[config.mk]
export PLATFORM = sky130hd
export DESIGN_NAME = sbp_frame_receiver_flat
export DESIGN_NICKNAME = d
export VERILOG_FILES = /design/src/design/sbp_pkg.sv /design/src/design/sbp_ifs.sv /design/src/design/sbp_parser.sv /design/src/design/sbp_frame_receiver.sv /design/src/flat_wrapper.sv
export SDC_FILE = /design/constraint.sdc
export NUM_CORES = 1
export LEC_CHECK = 0
export BUFFER_PORTS_ARGS = -buffer_cell sky130_fd_sc_hd__buf_2
export CAP_MARGIN = 20
export CORE_ASPECT_RATIO = 0.9
export CORE_UTILIZATION = 58
export CTS_CLUSTER_DIAMETER = 100
export DETAILED_ROUTE_END_ITERATION = 10
export GPL_ROUTABILITY_DRIVEN = 0
export PLACE_DENSITY = 0.8
export SYNTH_ARGS = -nofsm -noshare
export SYNTH_HDL_FRONTEND = slang
export SYNTH_SLANG_ARGS = --single-unit
[constraint.sdc]
create_clock -name clk -period 5.04 [get_ports clk]
set_input_delay 0.756 -clock clk [delete_from_list [all_inputs] [get_ports clk]]
set_output_delay 0.756 -clock clk [all_outputs]
set_load 0.01 [all_outputs]
[src/design/sbp_pkg.sv]
// Package: shared types, constants and the CRC byte update for the SBP frame receiver.
`default_nettype none

package sbp_pkg;

  localparam logic [7:0]  SYNC_BYTE      = 8'h55;
  localparam logic [15:0] TYPE_OBS       = 16'h004A;
  localparam logic [15:0] TYPE_EPH       = 16'h0081;
  localparam logic [15:0] TYPE_ION       = 16'h0090;
  localparam logic [15:0] CRC_POLY       = 16'h1021;
  localparam logic [8:0]  FRAME_OVERHEAD = 9'd8;
  localparam logic [8:0]  MAX_LEN_RESET  = 9'd263;

  localparam int unsigned CFG_IDX_W  = 8;
  localparam int unsigned CFG_DATA_W = 16;

  localparam logic [CFG_IDX_W-1:0] CFG_BASE_MODE = 8'd0;
  localparam logic [CFG_IDX_W-1:0] CFG_MAX_LEN   = 8'd1;

  typedef enum logic [2:0] {
    ST_NONE     = 3'd0,
    ST_LEN_ERR  = 3'd1,
    ST_CRC_ERR  = 3'd2,
    ST_FILTERED = 3'd3,
    ST_UNSUP    = 3'd4,
    ST_OBS      = 3'd5,
    ST_EPH      = 3'd6,
    ST_ION      = 3'd7
  } status_t;

  typedef struct packed {
    logic        frame_done;
    status_t     status;
    logic [15:0] frame_type;
    logic [15:0] sender_id;
    logic [7:0]  payload_length;
  } result_t;

  // CRC-16 CCITT, one byte, MSB first
  function automatic logic [15:0] crc_feed(input logic [15:0] crc, input logic [7:0] b);
    logic [15:0] c;
    c = crc ^ {b, 8'h00};
    for (int i = 0; i < 8; i++) begin
      if (c[15]) begin
        c = {c[14:0], 1'b0} ^ CRC_POLY;
      end else begin
        c = {c[14:0], 1'b0};
      end
    end
    return c;
  endfunction

  function automatic status_t classify(input logic [15:0] t);
    status_t s;
    priority if (t == TYPE_OBS) begin
      s = ST_OBS;
    end else if (t == TYPE_EPH) begin
      s = ST_EPH;
    end else if (t == TYPE_ION) begin
      s = ST_ION;
    end else begin
      s = ST_UNSUP;
    end
    return s;
  endfunction

endpackage

`default_nettype wire

[src/design/sbp_ifs.sv]
// Interfaces: input byte channel, result channel and configuration write channel.
`default_nettype none

interface sbp_in_if;
  logic       valid;
  logic       ready;
  logic [7:0] rx_byte;
  modport source (output valid, output rx_byte, input ready);
  modport sink   (input valid, input rx_byte, output ready);
endinterface

interface sbp_out_if;
  logic        valid;
  logic        ready;
  logic        frame_done;
  logic [2:0]  status;
  logic [15:0] frame_type;
  logic [15:0] sender_id;
  logic [7:0]  payload_length;
  modport source (output valid, output frame_done, output status, output frame_type,
                  output sender_id, output payload_length, input ready);
  modport sink   (input valid, input frame_done, input status, input frame_type,
                  input sender_id, input payload_length, output ready);
endinterface

interface sbp_cfg_if;
  logic        valid;
  logic        ready;
  logic [7:0]  index;
  logic [15:0] data;
  modport source (output valid, output index, output data, input ready);
  modport sink   (input valid, input index, input data, output ready);
endinterface

`default_nettype wire

[src/design/sbp_parser.sv]
// Frame parser: byte position tracking, header capture, CRC and end-of-frame verdict.
`default_nettype none

module sbp_parser (
  input  wire                  clk,
  input  wire                  rst_n,
  input  wire                  accept,
  input  wire  [7:0]           rx_byte,
  input  wire                  base_mode,
  input  wire  [8:0]           max_frame_len,
  output sbp_pkg::result_t     result
);

  logic [8:0]  pos_r,    pos_nxt;
  logic [15:0] crc_r,    crc_nxt;
  logic [15:0] type_r,   type_nxt;
  logic [15:0] sender_r, sender_nxt;
  logic [7:0]  len_r,    len_nxt;
  logic [7:0]  crc_lo_r, crc_lo_nxt;

  logic [15:0] crc_upd;
  logic [8:0]  payload_end;
  logic        keep;
  logic        done;
  sbp_pkg::status_t status;

  assign crc_upd     = sbp_pkg::crc_feed(crc_r, rx_byte);
  assign payload_end = {1'b0, len_r} + 9'd6;
  assign keep        = base_mode ? (sender_r == 16'd0) : (sender_r != 16'd0);

  always_comb begin
    pos_nxt    = pos_r;
    crc_nxt    = crc_r;
    type_nxt   = type_r;
    sender_nxt = sender_r;
    len_nxt    = len_r;
    crc_lo_nxt = crc_lo_r;
    done       = 1'b0;
    status     = sbp_pkg::ST_NONE;
    priority if (pos_r == 9'd0) begin
      if (rx_byte == sbp_pkg::SYNC_BYTE) begin
        pos_nxt    = 9'd1;
        crc_nxt    = 16'd0;
        type_nxt   = 16'd0;
        sender_nxt = 16'd0;
        len_nxt    = 8'd0;
        crc_lo_nxt = 8'd0;
      end
    end else if (pos_r <= 9'd5) begin
      crc_nxt = crc_upd;
      pos_nxt = pos_r + 9'd1;
      unique case (pos_r[2:0])
        3'd1:    type_nxt   = {type_r[15:8], rx_byte};
        3'd2:    type_nxt   = {rx_byte, type_r[7:0]};
        3'd3:    sender_nxt = {sender_r[15:8], rx_byte};
        3'd4:    sender_nxt = {rx_byte, sender_r[7:0]};
        default: len_nxt    = rx_byte;
      endcase
      if (pos_r == 9'd5 && (sbp_pkg::FRAME_OVERHEAD + {1'b0, rx_byte}) > max_frame_len) begin
        done    = 1'b1;
        status  = sbp_pkg::ST_LEN_ERR;
        pos_nxt = 9'd0;
      end
    end else if (pos_r < payload_end) begin
      crc_nxt = crc_upd;
      pos_nxt = pos_r + 9'd1;
    end else if (pos_r == payload_end) begin
      crc_lo_nxt = rx_byte;
      pos_nxt    = pos_r + 9'd1;
    end else begin
      done    = 1'b1;
      pos_nxt = 9'd0;
      // sender filter wins over the CRC check
      priority if (!keep) begin
        status = sbp_pkg::ST_FILTERED;
      end else if ({rx_byte, crc_lo_r} != crc_r) begin
        status = sbp_pkg::ST_CRC_ERR;
      end else begin
        status = sbp_pkg::classify(type_r);
      end
    end
  end

  always_comb begin
    result.frame_done     = done;
    result.status         = status;
    result.frame_type     = done ? type_nxt   : 16'd0;
    result.sender_id      = done ? sender_nxt : 16'd0;
    result.payload_length = done ? len_nxt    : 8'd0;
  end

  always_ff @(posedge clk) begin
    if (!rst_n) begin
      pos_r <= 9'd0;
    end else if (accept) begin
      pos_r <= pos_nxt;
    end
  end

  always_ff @(posedge clk) begin
    if (accept) begin
      crc_r    <= crc_nxt;
      type_r   <= type_nxt;
      sender_r <= sender_nxt;
      len_r    <= len_nxt;
      crc_lo_r <= crc_lo_nxt;
    end
  end

endmodule

`default_nettype wire

[src/design/sbp_frame_receiver.sv]
// SBP frame receiver: takes the received byte stream one beat per byte and
// gives one result beat per byte.
//   in_ch  : one received byte per beat (rx_byte).
//   out_ch : one result per input byte; frame_done marks the byte that ends or
//            aborts a frame, status gives the verdict, with the frame header.
//   cfg_ch : register writes, index 0 base_mode, index 1 max_frame_len; always
//            ready, unknown indexes ignored. Write only while idle.
// The result of a byte is registered and appears on out_ch in the cycle after its beat.
// Throughput: one byte per cycle while out_ch does not stall; the parse, the
// CRC-16 update and the verdict are all worked out in the cycle the byte is
// accepted and land in the output register.
// When out_ch stalls the output register holds its beat and in_ch.ready drops,
// so exactly one result waits; it rises again in the cycle the result is taken.
// Reset (synchronous, rst_n low) empties the output register, puts the parser
// back to hunting for sync and restores base_mode 0 and max_frame_len 263.
`default_nettype none

module sbp_frame_receiver (
  input  wire        clk,
  input  wire        rst_n,
  sbp_in_if.sink     in_ch,
  sbp_out_if.source  out_ch,
  sbp_cfg_if.sink    cfg_ch
);

  logic              base_mode_r;
  logic [8:0]        max_len_r;
  logic              out_valid_r;
  sbp_pkg::result_t  res_r;
  sbp_pkg::result_t  res_nxt;
  logic              accept;

  assign in_ch.ready  = !out_valid_r || out_ch.ready;
  assign accept       = in_ch.valid && in_ch.ready;
  assign cfg_ch.ready = 1'b1;

  sbp_parser u_parser (
    .clk           (clk),
    .rst_n         (rst_n),
    .accept        (accept),
    .rx_byte       (in_ch.rx_byte),
    .base_mode     (base_mode_r),
    .max_frame_len (max_len_r),
    .result        (res_nxt)
  );

  always_ff @(posedge clk) begin
    if (!rst_n) begin
      base_mode_r <= 1'b0;
      max_len_r   <= sbp_pkg::MAX_LEN_RESET;
    end else if (cfg_ch.valid) begin
      if (cfg_ch.index == sbp_pkg::CFG_BASE_MODE) begin
        base_mode_r <= cfg_ch.data[0];
      end else if (cfg_ch.index == sbp_pkg::CFG_MAX_LEN) begin
        max_len_r <= cfg_ch.data[8:0];
      end
    end
  end

  always_ff @(posedge clk) begin
    if (!rst_n) begin
      out_valid_r <= 1'b0;
    end else if (in_ch.ready) begin
      out_valid_r <= in_ch.valid;
    end
  end

  always_ff @(posedge clk) begin
    if (accept) begin
      res_r <= res_nxt;
    end
  end

  assign out_ch.valid          = out_valid_r;
  assign out_ch.frame_done     = res_r.frame_done;
  assign out_ch.status         = res_r.status;
  assign out_ch.frame_type     = res_r.frame_type;
  assign out_ch.sender_id      = res_r.sender_id;
  assign out_ch.payload_length = res_r.payload_length;

endmodule

`default_nettype wire

[src/flat_wrapper.sv]
// flat-port wrapper written by rule: the top's interface ports become plain ports
module sbp_frame_receiver_flat 
  (clk, rst_n, in_ch_valid, in_ch_rx_byte, in_ch_ready, out_ch_valid, out_ch_frame_done, out_ch_status, out_ch_frame_type, out_ch_sender_id, out_ch_payload_length, out_ch_ready, cfg_ch_valid, cfg_ch_index, cfg_ch_data, cfg_ch_ready);
  sbp_in_if in_ch_i ();
  sbp_out_if out_ch_i ();
  sbp_cfg_if cfg_ch_i ();
  input  wire clk;
  input  wire rst_n;
  input wire logic [$bits(in_ch_i.valid)-1:0] in_ch_valid;
  input wire logic [$bits(in_ch_i.rx_byte)-1:0] in_ch_rx_byte;
  output wire logic [$bits(in_ch_i.ready)-1:0] in_ch_ready;
  output wire logic [$bits(out_ch_i.valid)-1:0] out_ch_valid;
  output wire logic [$bits(out_ch_i.frame_done)-1:0] out_ch_frame_done;
  output wire logic [$bits(out_ch_i.status)-1:0] out_ch_status;
  output wire logic [$bits(out_ch_i.frame_type)-1:0] out_ch_frame_type;
  output wire logic [$bits(out_ch_i.sender_id)-1:0] out_ch_sender_id;
  output wire logic [$bits(out_ch_i.payload_length)-1:0] out_ch_payload_length;
  input wire logic [$bits(out_ch_i.ready)-1:0] out_ch_ready;
  input wire logic [$bits(cfg_ch_i.valid)-1:0] cfg_ch_valid;
  input wire logic [$bits(cfg_ch_i.index)-1:0] cfg_ch_index;
  input wire logic [$bits(cfg_ch_i.data)-1:0] cfg_ch_data;
  output wire logic [$bits(cfg_ch_i.ready)-1:0] cfg_ch_ready;
  assign in_ch_i.valid = in_ch_valid;
  assign in_ch_i.rx_byte = in_ch_rx_byte;
  assign in_ch_ready = in_ch_i.ready;
  assign out_ch_valid = out_ch_i.valid;
  assign out_ch_frame_done = out_ch_i.frame_done;
  assign out_ch_status = out_ch_i.status;
  assign out_ch_frame_type = out_ch_i.frame_type;
  assign out_ch_sender_id = out_ch_i.sender_id;
  assign out_ch_payload_length = out_ch_i.payload_length;
  assign out_ch_i.ready = out_ch_ready;
  assign cfg_ch_i.valid = cfg_ch_valid;
  assign cfg_ch_i.index = cfg_ch_index;
  assign cfg_ch_i.data = cfg_ch_data;
  assign cfg_ch_ready = cfg_ch_i.ready;
  sbp_frame_receiver u_core (.clk(clk), .rst_n(rst_n), .in_ch(in_ch_i), .out_ch(out_ch_i), .cfg_ch(cfg_ch_i));
endmodule
# ---- Yosys cells after proc, flatten, opt, wreduce, memory -nomap -nowiden
# Index checks and enable logic that the tools add are counted.
dict set report totals {
  reg_bits 128
  word_cells 111
}
dict set report classes {
  order_cmp 3
  mux 50
  n_reduce_logical 16
  addsub 3
  eq_ne 15
  bitwise 10
}
# op count
set op_table {}
lappend op_table {{2-to-1 mux 16 bit} 10}
lappend op_table {{2-to-1 mux 13 bit} 8}
lappend op_table {{2-to-1 mux 8 bit} 9}
lappend op_table {{one-hot mux 16 bit (2 select lines)} 2}
lappend op_table {{2-to-1 mux 9 bit} 6}
lappend op_table {{== test 16 x 8 -> 1 bit (second input constant)} 2}
lappend op_table {{inverter 3 bit} 8}
lappend op_table {{== test 16 x 7 -> 1 bit (second input constant)} 1}
lappend op_table {{logical NOT 16 bit} 1}
lappend op_table {{!= test 16 bit} 1}
lappend op_table {{nonzero test 16 bit} 1}
lappend op_table {{bitwise XOR 16 bit} 1}
lappend op_table {{2-to-1 mux 3 bit} 5}
lappend op_table {{adder 4 x 8 -> 9 bit (first input constant)} 1}
lappend op_table {{adder 8 x 3 -> 9 bit (second input constant)} 1}
lappend op_table {{adder 9 x 1 -> 9 bit (second input constant)} 1}
lappend op_table {{== test 9 x 3 -> 1 bit (second input constant)} 1}
lappend op_table {{== test 9 bit} 1}
lappend op_table {{> comparator 9 bit} 1}
lappend op_table {{<= comparator 9 x 3 -> 1 bit (second input constant)} 1}
lappend op_table {{logical NOT 9 bit} 1}
lappend op_table {{< comparator 9 bit} 1}
lappend op_table {{== test 8 x 1 -> 1 bit (second input constant)} 1}
lappend op_table {{== test 8 x 7 -> 1 bit (second input constant)} 1}
lappend op_table {{18 further kinds} 31}

# ---- Depth between registers and ports, before layout
# Gate-level depths: netlist of run 1.
dict set report depth {
  word_depth 20
  ltp_mapped 13
}

# ---- Cells and area by module
# A second synthesis of run 1 with hierarchy kept.
dict set report hier_totals {
  hier_cells 541
  area_unflattened_um2 6441.2
}
# mod seq_area_each_um2 area_per_inst_um2 cells_each n_inst
set by_module_without_submodules {}
lappend by_module_without_submodules {sbp_parser 2102.0 4611.9 443 1}
lappend by_module_without_submodules {sbp_frame_receiver 1541.5 1829.3 98 1}

# ---- Worst setup path before layout of run 1
# OpenSTA, ideal clock, no wires.
dict set report synth_path {
  kind {in2reg}
  startpoint {input port out_ch_ready}
  endpoint {register u_core.u_parser.crc_r[0] (enable)}
  path_stages 5
  arrival_ps 4151
  setup_ps 389
  setup_slack_ps 501
  required_ps 4651
  cell_sequence {nand2b_1 nand2_1 inv_1 o21ai_1 nor2_1}
}
dict set report synth_between {
  elab_chain_cells 3
}
# item line_no
set synth_lines {}
lappend synth_lines {{start, declared} flat_wrapper.sv:18} ;# input wire logic [$bits(out_ch_i.ready)-1:0] out_ch_ready;
lappend synth_lines {{logical OR 1 bit} sbp_frame_receiver.sv:33} ;# assign in_ch.ready = !out_valid_r || out_ch.ready;
lappend synth_lines {{logical AND 1 bit} sbp_frame_receiver.sv:34} ;# assign accept = in_ch.valid && in_ch.ready;
lappend synth_lines {{net u_core.accept} sbp_frame_receiver.sv:31} ;# logic accept;
lappend synth_lines {{AND reduction 3 bit (no line)} -}
lappend synth_lines {{end signal, assigned} sbp_parser.sv:102} ;# crc_r <= crc_nxt;
lappend synth_lines {{end, declared} sbp_parser.sv:15} ;# logic [15:0] crc_r, crc_nxt;
# The timed path passes the listed nets, and every way through them passes these cells.
# A chain may end at the register's enable or synchronous reset.

# ---- Final worst setup path of run 1
dict set report layout_path {
  startpoint {register u_core.u_parser.len_r[1]}
  endpoint {register u_core.res_r (netlist bit u_core.out_ch.sender_id[12]), data pin}
}
dict set report layout_between {
  elab_chain_cells 6
}
# item line_no
set layout_lines {}
lappend layout_lines {{start, declared} sbp_parser.sv:18} ;# logic [7:0] len_r, len_nxt;
lappend layout_lines {{start signal, assigned} sbp_parser.sv:105} ;# len_r <= len_nxt;
lappend layout_lines {{adder 8 x 3 -> 9 bit (*)} sbp_parser.sv:28} ;# assign payload_end = {1'b0, len_r} + 9'd6;
lappend layout_lines {{branches (longest 2 deep; another with < comparator 9 bit)} -}
lappend layout_lines {{2-to-1 mux 1 bit (*)} sbp_parser.sv:64} ;# end else if (pos_r < payload_end) begin
lappend layout_lines {{2-to-1 mux 1 bit (*)} sbp_parser.sv:49} ;# end else if (pos_r <= 9'd5) begin
lappend layout_lines {{2-to-1 mux 1 bit (*)} sbp_parser.sv:40} ;# priority if (pos_r == 9'd0) begin
lappend layout_lines {{end signal, assigned} sbp_frame_receiver.sv:70} ;# res_r <= res_nxt;
lappend layout_lines {{end, declared} sbp_frame_receiver.sv:29} ;# sbp_pkg::result_t res_r;
# Mark *: on every way between the ends.

==> impl_results.md, run 1 <==
* #FFs+latches synth at ~130
* Worst R2R Setup Slack at between 1 and 1.5 ns
* # hold bufs at CTS at 0
* Synth top area share at 50.7%
* Setup ws final at 1.48 ns
* Final TNS setup at 0 ns
* Number of synthesized flops with an enable pin at about 110
* Multi-input logic area at about 2500 sq um
* Critical path destination: u_core.out_ch.sender_id[12]
* Largest net degree at the start of global routing at between 40 and 50
* Setup Fix Bufs, Post-CTS at 0
* Post-synth cell types at 56
* Leakage dissipation at 2.98 nW
* Worst Skew at 0.0106 ns
* Worst slew margin at 27.6%
* Setup WS pre-CTS at around 1.4 ns
* Iter 0 DRT Violations at around 320
* Std cell rows at 35
* Outcome: completed
* CP Max Fanout at ~40
* Final setup vio count at 0
* Most frequent cells in the layout: edfxtp_1, buf_2, and2_1, nor2_1, a22o_1
* CP Launch Type: flop
* Crit Path Class: reg -> reg
* Worst endpoint data arrival time at between 3 and 4 ns
* Crit. End Element: flop
* CTS sink count at 128
* Mapped cell area at around 6400 sq um
* Cell Pwr Density at between 300 and 400 nW/um^2
* Slew Viols, Final at 0
* CTS resizes at 0
* Routed Antenna Nets at 0
* Min-Delay Path Class: reg -> reg
* Die area at ~11000 sq um
* Initial Util at 61.1%
* Count of final hold-check violations at 0
* First-pass GRT wire length at approximately 22 mm
* Worst endpoint required time at approximately 5.2 ns
* CTS clk-pin slew, worst paths at roughly 0.06 ns
* H-tree levels at 4
* Via Count at approximately 4400
* Worst R2R End: u_core.out_ch.sender_id[12]
* Layout cells sized above 1 at roughly 22%
* Ranking of synthesized cells by area: edfxtp_1, dfxtp_1, a22o_1
* Num ports at 84
* Top FF cell, synth: edfxtp_1
* R2R Path Start: u_core.u_parser.len_r[1]
* Net count after synthesis at between 500 and 600
* Worst hold start: u_core.max_len_r[1]
* Register area at between 3000 and 4000 sq um
* Total Power at 0.00266 W
* Initial antenna violation count at 0
* Maxcap violations at 0
* GRT Total Usage at about a quarter
* Syn_area_per_cell at 12.5 sq um
* CTS buffer count at 17
* Die extent in x at around 110 um
* Die Y-Extent at roughly 100 um
* Average vias per placed instance at roughly 6.0
* I/O Buffers at 75
* Core Area at roughly 10000 sq um
* Post-Syn Instances at around 510
* Period utilization at 70.7%
* Warnings from Yosys at 0
* Commonest non-fill, non-tap cell in the layout: edfxtp_1
* Worst Max-Slew Pin Slew at 1.08 ns
* RSZ-0062 raised after global routing: no
* Nets@finish at between 600 and 700
* Clock insertion delay at the later pin of the skew report at 0.41 ns
* Peak VDD IR at between 0.0002 and 0.00025 V
* Remaining Overflow, GRT at 0
* # fillers at 700
* Final HPWL DP at ~8.9 mm
* Ys async rst share at 0%
* Critical Path Source: u_core.u_parser.len_r[1]
* Minimum clock period at ~3.6 ns
* DRC viols at 0
* Register area share after synthesis at 57.0%
* Clock root buffer: clkbuf_16
* DRT Pass-1 Iters at 5
* Synth-to-layout area growth at 16.6%
* CTS tree: done
* Post-synth top area cell: edfxtp_1
* CTS Buffer Depth at 2
* N_diodes at 0
* Fmax at roughly 280 MHz
* Wire per inst at 18.5 um
* FF-to-FF path depth at 12
* Vias in the first global route at approximately 4300
* Final WL at around 14 mm
flip-flops by register name, indices dropped and copies added (netlist names), 3 cells and up:
name and count:
u_core.u_parser.sender_r 16, u_core.u_parser.len_r 8, u_core.u_parser.crc_r 16, u_core.max_len_r 9
u_core.out_ch.frame_type 16, u_core.u_parser.type_r 16, u_core.out_ch.status 3, u_core.u_parser.crc_lo_r 8
u_core.u_parser.pos_r 9, u_core.out_ch.sender_id 16, u_core.out_ch.payload_length 8
cells by family after synthesis:
group	after synthesis	share of synthesized area [%]
muxes	11	1.74
and+or+nand+nor	177	16.2
buffers and inverters	46	3.13
adders and majority gates	25	4.89
xor gates and xnor gates	46	6.30
other	1	0.0587
AOI/OAI and AO/OA	79	10.7
DFF	128	57.0
area by class of cell:
type	count	area share, %
timing repair buffer	77	5.24
sequential	128	48.9
tap	129	2.16
multi-input combinational	339	34.2
clock buffer	17	5.71
clock inverter	15	2.62
inverter	24	1.21
stage by stage:
stage                     hold slack (ns)  std cells  utilization [%]  instance area, sq um
after CTS                           0.486        729             71.2                  7460
after detailed placement            0.468        697             65.3                  6840
final                               0.481        729             71.2                  7460
after global routing                0.508        729             71.2                  7460
after floorplan                     0.445        513                -                  6390
after global placement              0.460        697             65.3                  6840
Yosys cell counts (6+ instances only):
master and number:
a21oi_1 6, a22o_1 40, and2_1 50, buf_2 7
clkbuf_1 10, dfxtp_1 20, edfxtp_1 108, ha_1 25
inv_1 22, mux2i_1 10, nand2_1 22, nand3_1 12
nand4_1 10, nor2_1 41, nor3_1 7, nor4_1 10
o21ai_0 10, xnor2_1 35, xor2_1 11
worst min-delay path by stage:
stage | to | slack [ns] | cells after the start
floorplan | u_core.max_len_r[1] | 0.44 | 2
global placement | u_core.max_len_r[8] | 0.46 | 2
detailed placement | u_core.max_len_r[2] | 0.47 | 2
CTS | u_core.max_len_r[1] | 0.49 | 2
global route | u_core.max_len_r[1] | 0.51 | 2
finish | u_core.max_len_r[1] | 0.48 | 2
worst max-delay path: stages, from the launching register on:
cell	delay [ns]
edfxtp_1	0.44
inv_1	0.07
ha_1	0.23
nor2_1	0.19
nand3_1	0.13
xor2_1	0.17
ha_1	0.32
nand4_1	0.16
nor3_1	0.09
a2111oi_2	0.67
a2bb2oi_4	0.31
inv_2	0.26
and2_1	0.26
per-layer routing:
layer	vias to the layer above	part of all wire, %	global-route usage, %
met5	-	0	0
met4	0	2.7	12.2
met3	29	6.0	5.75
met2	211	48	41.7
met1	2082	43	31.8
li1	2040	-	-
power by group:
part           internal, W  switching [W]  total, W
logic            0.0000637      0.0000995  0.000163
registers          0.00119      0.0000202   0.00121
clock network     0.000795       0.000491   0.00129
Power figures use the tool's default switching activity.
==> inputs of run 2 (changes only) <==
clock period = 3.5 ns   (was 5.04 ns; I/O delays follow)
==> run 2 against run 1 <==
Core utilization is essentially flat. Flip-flop and latch count is the same. Clock power grew 29%. Power grew 37%. Largest power group is now registers.
==> impl_results.md, run 2 (same netlist as run 1, synthesis figures left out) <==
* Outcome: completed
* Die Y-Extent at just over 100 um
* I/O Buffers at 75
* Maxcap violations at 0
* Core Area at between 10000 and 15000 sq um
* Crit Path Class: reg -> reg
* Average vias per placed instance at approximately 6
* Slew Viols, Final at 0
* Routed Antenna Nets at 0
* Iter 0 DRT Violations at 354
* Final HPWL DP at a little over 9 mm
* CP Max Fanout at between 40 and 50
* Worst path slowest cell: edfxtp_1
* CTS buffer count at 17
* Final TNS setup at 0 ns
* Final WL at roughly 14 mm
* Setup Fix Bufs, Post-CTS at 0
* Die area at between 10000 and 15000 sq um
* Min-Delay Path Class: in -> reg
* Via Count at 4438
* R2R Path Start: u_core.u_parser.len_r[1]
* Synth-to-layout area growth at 16.6%
* Layout cells sized above 1 at roughly 23%
* CTS clk-pin slew, worst paths at roughly 0.060 ns
* H-tree levels at 4
* Initial antenna violation count at 0
* CTS Buffer Depth at 2
* Worst endpoint data arrival time at roughly 3.4 ns
* Clock root buffer: clkbuf_16
* Cell Pwr Density at just under 500 nW/um^2
* Most frequent cells in the layout: edfxtp_1, buf_2, and2_1, nor2_1, a22o_1
* Std cell rows at 35
* Wire per inst at 18.6 um
* Crit. End Element: flop
* Commonest non-fill, non-tap cell in the layout: edfxtp_1
* Cell with the most instances on the worst path: ha_1
* Peak VDD IR at about 0.00036 V
* Vias in the first global route at between 4000 and 5000
* Period utilization at approximately nine tenths
* Clock insertion delay at the later pin of the skew report at approximately 0.42 ns
* Fmax at 312 MHz
* Hold depth at 3
* Die extent in x at around 110 um
* DRT Pass-1 Iters at 5
* Worst endpoint required time at about 3.7 ns
* Final setup vio count at 0
* Worst slew margin at 28.2%
* GRT Total Usage at ~26%
* DRC viols at 0
* N_diodes at 0
* Critical path's top delay family: simple AND/OR/NAND/NOR gates
* Core Util, Final at between 70% and 80%
* Worst Skew at 0.0102 ns
* Worst R2R Setup Slack at 0.29 ns
* Num ports at 84
* Worst R2R End: u_core.out_ch.payload_length[1]
* Buf/Inv on CP at 3
* Worst Max-Slew Pin Slew at 1.08 ns
* Final Cell Area at between 7000 and 8000 sq um
* Leakage dissipation at 2.98 nW
* Largest net degree at the start of global routing at between 80 and 90
* Worst hold start: cfg_ch_data[8]
* Nets@finish at between 600 and 700
* Hold Crit Endpoint: u_core.max_len_r[8]
* CP Launch Type: flop
* CTS resizes at 0
* Initial Util at between 60% and 70%
* Minimum clock period at about 3.2 ns
* Slowest stage delay, CP at around 0.44 ns
* CTS sink count at ~130
* Placed Instance Area at around 6900 sq um
* Remaining Overflow, GRT at 0
* First-pass GRT wire length at between 20 and 25 mm
* Worst-path cell chain: inv_1, ha_1, nor2_1, nand3_1, xor2_1, ha_1, nand4_1, nor3_1, a2111oi_2, buf_4, a2bb2oi_4, inv_2, and2_1
* Count of final hold-check violations at 0
* # hold bufs at CTS at 0
* RSZ-0062 raised after global routing: no
* CTS tree: done
* FF-to-FF path depth at 13
## run 2: cell types whose count changed in the layout (fill, tap and decap cells not counted), sizes merged
cell / change
clkinv: +4
inv: -5
clkbuf: +1
bufinv: -2
clkinvlp: +2
buf: +7
## run 2: through the flow
| step | power, W | std cells | hold slack, ns | setup slack [ns] |
|---|---|---|---|---|
| after floorplan | 0.00192 | 513 | 0.445 | 0.174 |
| after global placement | 0.00199 | 704 | 0.461 | 0.313 |
| after detailed placement | 0.00200 | 704 | 0.470 | 0.260 |
| after CTS | 0.00366 | 736 | 0.316 | 0.280 |
| after global routing | 0.00376 | 736 | 0.318 | 0.0507 |
| final | 0.00365 | 736 | 0.332 | 0.292 |
## run 2: routing by layer
metal | track usage [%] | wire length [um]
met1 | 31.9 | 5910
met2 | 42.2 | 6570
met4 | 9.74 | 288
met5 | 0 | 0
met3 | 8.14 | 948
## run 2: power breakdown
| part | internal, W | switching (W) | total (W) |
|---|---|---|---|
| registers | 0.00171 | 0.0000279 | 0.00174 |
| clock network | 0.000986 | 0.000683 | 0.00167 |
| logic | 0.0000935 | 0.000145 | 0.000239 |
| total | 0.00279 | 0.000856 | 0.00365 |
## run 2: area by class of cell
class / instances / area, sq um
clock buffer: 18 / 429
multi-input combinational: 339 / 2550
clock inverter: 14 / 134
tap: 129 / 161
sequential: 128 / 3640
timing repair buffer: 84 / 443
inverter: 24 / 93.8
fill: 700 / 3010
## run 2: how the worst max path moves through the flow
stage | depth (start not counted) | slack, ns | endpoint | start
CTS | 13 | 0.28 | u_core.out_ch.sender_id[15] | u_core.u_parser.len_r[1]
floorplan | 5 | 0.17 | u_core.u_parser.crc_r[0] | out_ch_ready
global placement | 11 | 0.31 | u_core.out_ch.sender_id[4] | in_ch_rx_byte[3]
detailed placement | 11 | 0.26 | u_core.out_ch.sender_id[15] | in_ch_rx_byte[3]
finish | 13 | 0.29 | u_core.out_ch.payload_length[1] | u_core.u_parser.len_r[1]
global route | 13 | 0.05 | u_core.out_ch.frame_type[15] | u_core.u_parser.len_r[1]
## run 2: tightest hold or removal path: stages
cell	delay, ns
buf_2	0.08
mux2i_1	0.05
nand2_1	0.06
==> inputs of run 3 (changes only) <==
REMOVE_ABC_BUFFERS = 1   (was default)
SETUP_SLACK_MARGIN = 0.1   (was default)
==> run 3 against run 2 <==
Maximum frequency is 2.5% higher. Count of clock-buffer cells in the layout stayed put. Die area stayed put. Combinational power hardly changed. Worst setup slack better by 0.077 ns. Sequential share of layout area is 0.26 points lower. Non-clock buffer count is 1 higher. Wire length is 1.5% lower. Largest power group is now clock.
==> impl_results.md, run 3 (same netlist as run 1, synthesis figures left out) <==
* Outcome: completed
* Peak VDD IR at 0.000379 V
* DRT Pass-1 Iters at 5
* First-pass GRT wire length at between 20 and 25 mm
* CTS clk-pin slew, worst paths at roughly 0.050 ns
* Die area at between 10000 and 15000 sq um
* Crit. End Element: flop
* Cell Pwr Density at between 500 and 600 nW/um^2
* Routed Antenna Nets at 0
* RSZ-0062 raised after global routing: no
* Average vias per placed instance at 5.91
* CTS tree: done
* Worst endpoint required time at approximately 3.7 ns
* Remaining Overflow, GRT at 0
* Iter 0 DRT Violations at 383
* CTS Buffer Depth at 2
* Die extent in x at roughly 110 um
* Std cell rows at 35
* Wire per inst at 18.3 um
* Crit Path Class: reg -> reg
* Minimum clock period at about 3.1 ns
* Vias in the first global route at 4319
* Psw at 0.000835 W
* Core Util, Final at 71.6%
* H-tree levels at 4
* Setup Fix Bufs, Post-CTS at 0
* Clock network power share at about 47%
* CP Launch Type: flop
* Fmax at 319 MHz
* Total Power at between 0.003 and 0.004 W
* Synth-to-layout area growth at 17.2%
* Final TNS setup at 0 ns
* Die Y-Extent at 102 um
* Layout cells sized above 1 at ~23%
* # hold bufs at CTS at 0
* Slew Viols, Final at 0
* Clock root buffer: clkbuf_16
* CP Max Fanout at about 40
* Via Count at 4356
* Final setup vio count at 0
* Worst slew margin at 29.2%
* Sw Ratio at 22.2%
* Clock insertion delay at the later pin of the skew report at 0.43 ns
* Worst endpoint data arrival time at around 3.3 ns
* Final Non-Filler Cells at 737
* Count of final hold-check violations at 0
* Final HPWL DP at slightly below 9 mm
* Nets@finish at about 660
* Final WL at between 10 and 15 mm
* Reg power frac at approximately 46%
* N_diodes at 0
* Most frequent cells in the layout: edfxtp_1, buf_2, and2_1, nor2_1, a22o_1
* Largest net degree at the start of global routing at slightly below 90
* Initial antenna violation count at 0
* Comb power frac at ~6.4%
* CTS resizes at 0
* DRC viols at 0
* Worst Skew at about 0.011 ns
* Commonest non-fill, non-tap cell in the layout: edfxtp_1
* Maxcap violations at 0
* Num ports at 84
* Initial Util at approximately 60%
* GRT Total Usage at between 20% and 30%
* Period utilization at between 80% and 90%
* DP Cell Count at 705
* Core Area at ~10000 sq um
* I/O Buffers at 75
* Hold slack at around 0.32 ns
* Worst Max-Slew Pin Slew at between 1 and 1.5 ns
* CTS buffer count at 17
* Leakage dissipation at about 3 nW
* Internal power at ~0.003 W
* Min-Delay Path Class: in -> reg
* CTS sink count at around 130
==> run 3: cell type report <==
class                           instances  area [sq um]
Sequential cell                       128          3640
Fill cell                             701          2970
Multi-Input combinational cell        339          2550
Timing Repair Buffer                   85           450
Clock buffer                           18           429
Clock inverter                         14           166
Tap cell                              129           161
Inverter                               24          93.8
==> run 3: worst max-delay path: stages (launching register included) <==
cell	delay, ns
edfxtp_1	0.43
inv_1	0.07
ha_1	0.23
nor2_1	0.19
nand3_1	0.12
xor2_1	0.15
ha_1	0.32
nand4_1	0.16
nor3_1	0.09
a2111oi_2	0.37
buf_4	0.20
a2bb2oi_4	0.17
inv_4	0.14
and2_1	0.21
==> run 3: metal layers <==
metal	global-route usage [%]	routed length [um]
met1	33.0	5950
met2	40.6	6350
met3	7.30	851
met4	13.2	359
met5	0	0
==> run 3: path summary, 6_finish.rpt <==
check / from / end / slack [ns] / depth (start not counted)
worst max-delay path: u_core.u_parser.len_r[1] / u_core.out_ch.payload_length[3] / 0.37 / 13
worst min-delay path: cfg_ch_data[2] / u_core.max_len_r[2] / 0.32 / 3
worst max register to register: u_core.u_parser.len_r[1] / u_core.out_ch.payload_length[3] / 0.37 / 13
worst min register to register: u_core.max_len_r[2] / u_core.max_len_r[2] / 0.50 / 2
==> run 3: power groups by stage <==
stage	Combinational, W	Clock (W)	Sequential [W]
floorplan	0.000124	0	0.00178
global placement	0.000227	0	0.00176
detailed placement	0.000236	0	0.00177
CTS	0.000239	0.00179	0.00174
global route	0.000261	0.00186	0.00174
finish	0.000239	0.00178	0.00174
==> run 3: through the flow <==
| stage | cell area, sq um | setup slack, ns |
|---|---|---|
| 5_1_grt | 7490 | 0.139 |
| 3_3_place_gp | 6900 | 0.389 |
| 6_report | 7490 | 0.369 |
| 2_1_floorplan | 6280 | -0.808 |
| 4_1_cts | 7490 | 0.272 |
| 3_5_place_dp | 6900 | 0.308 |
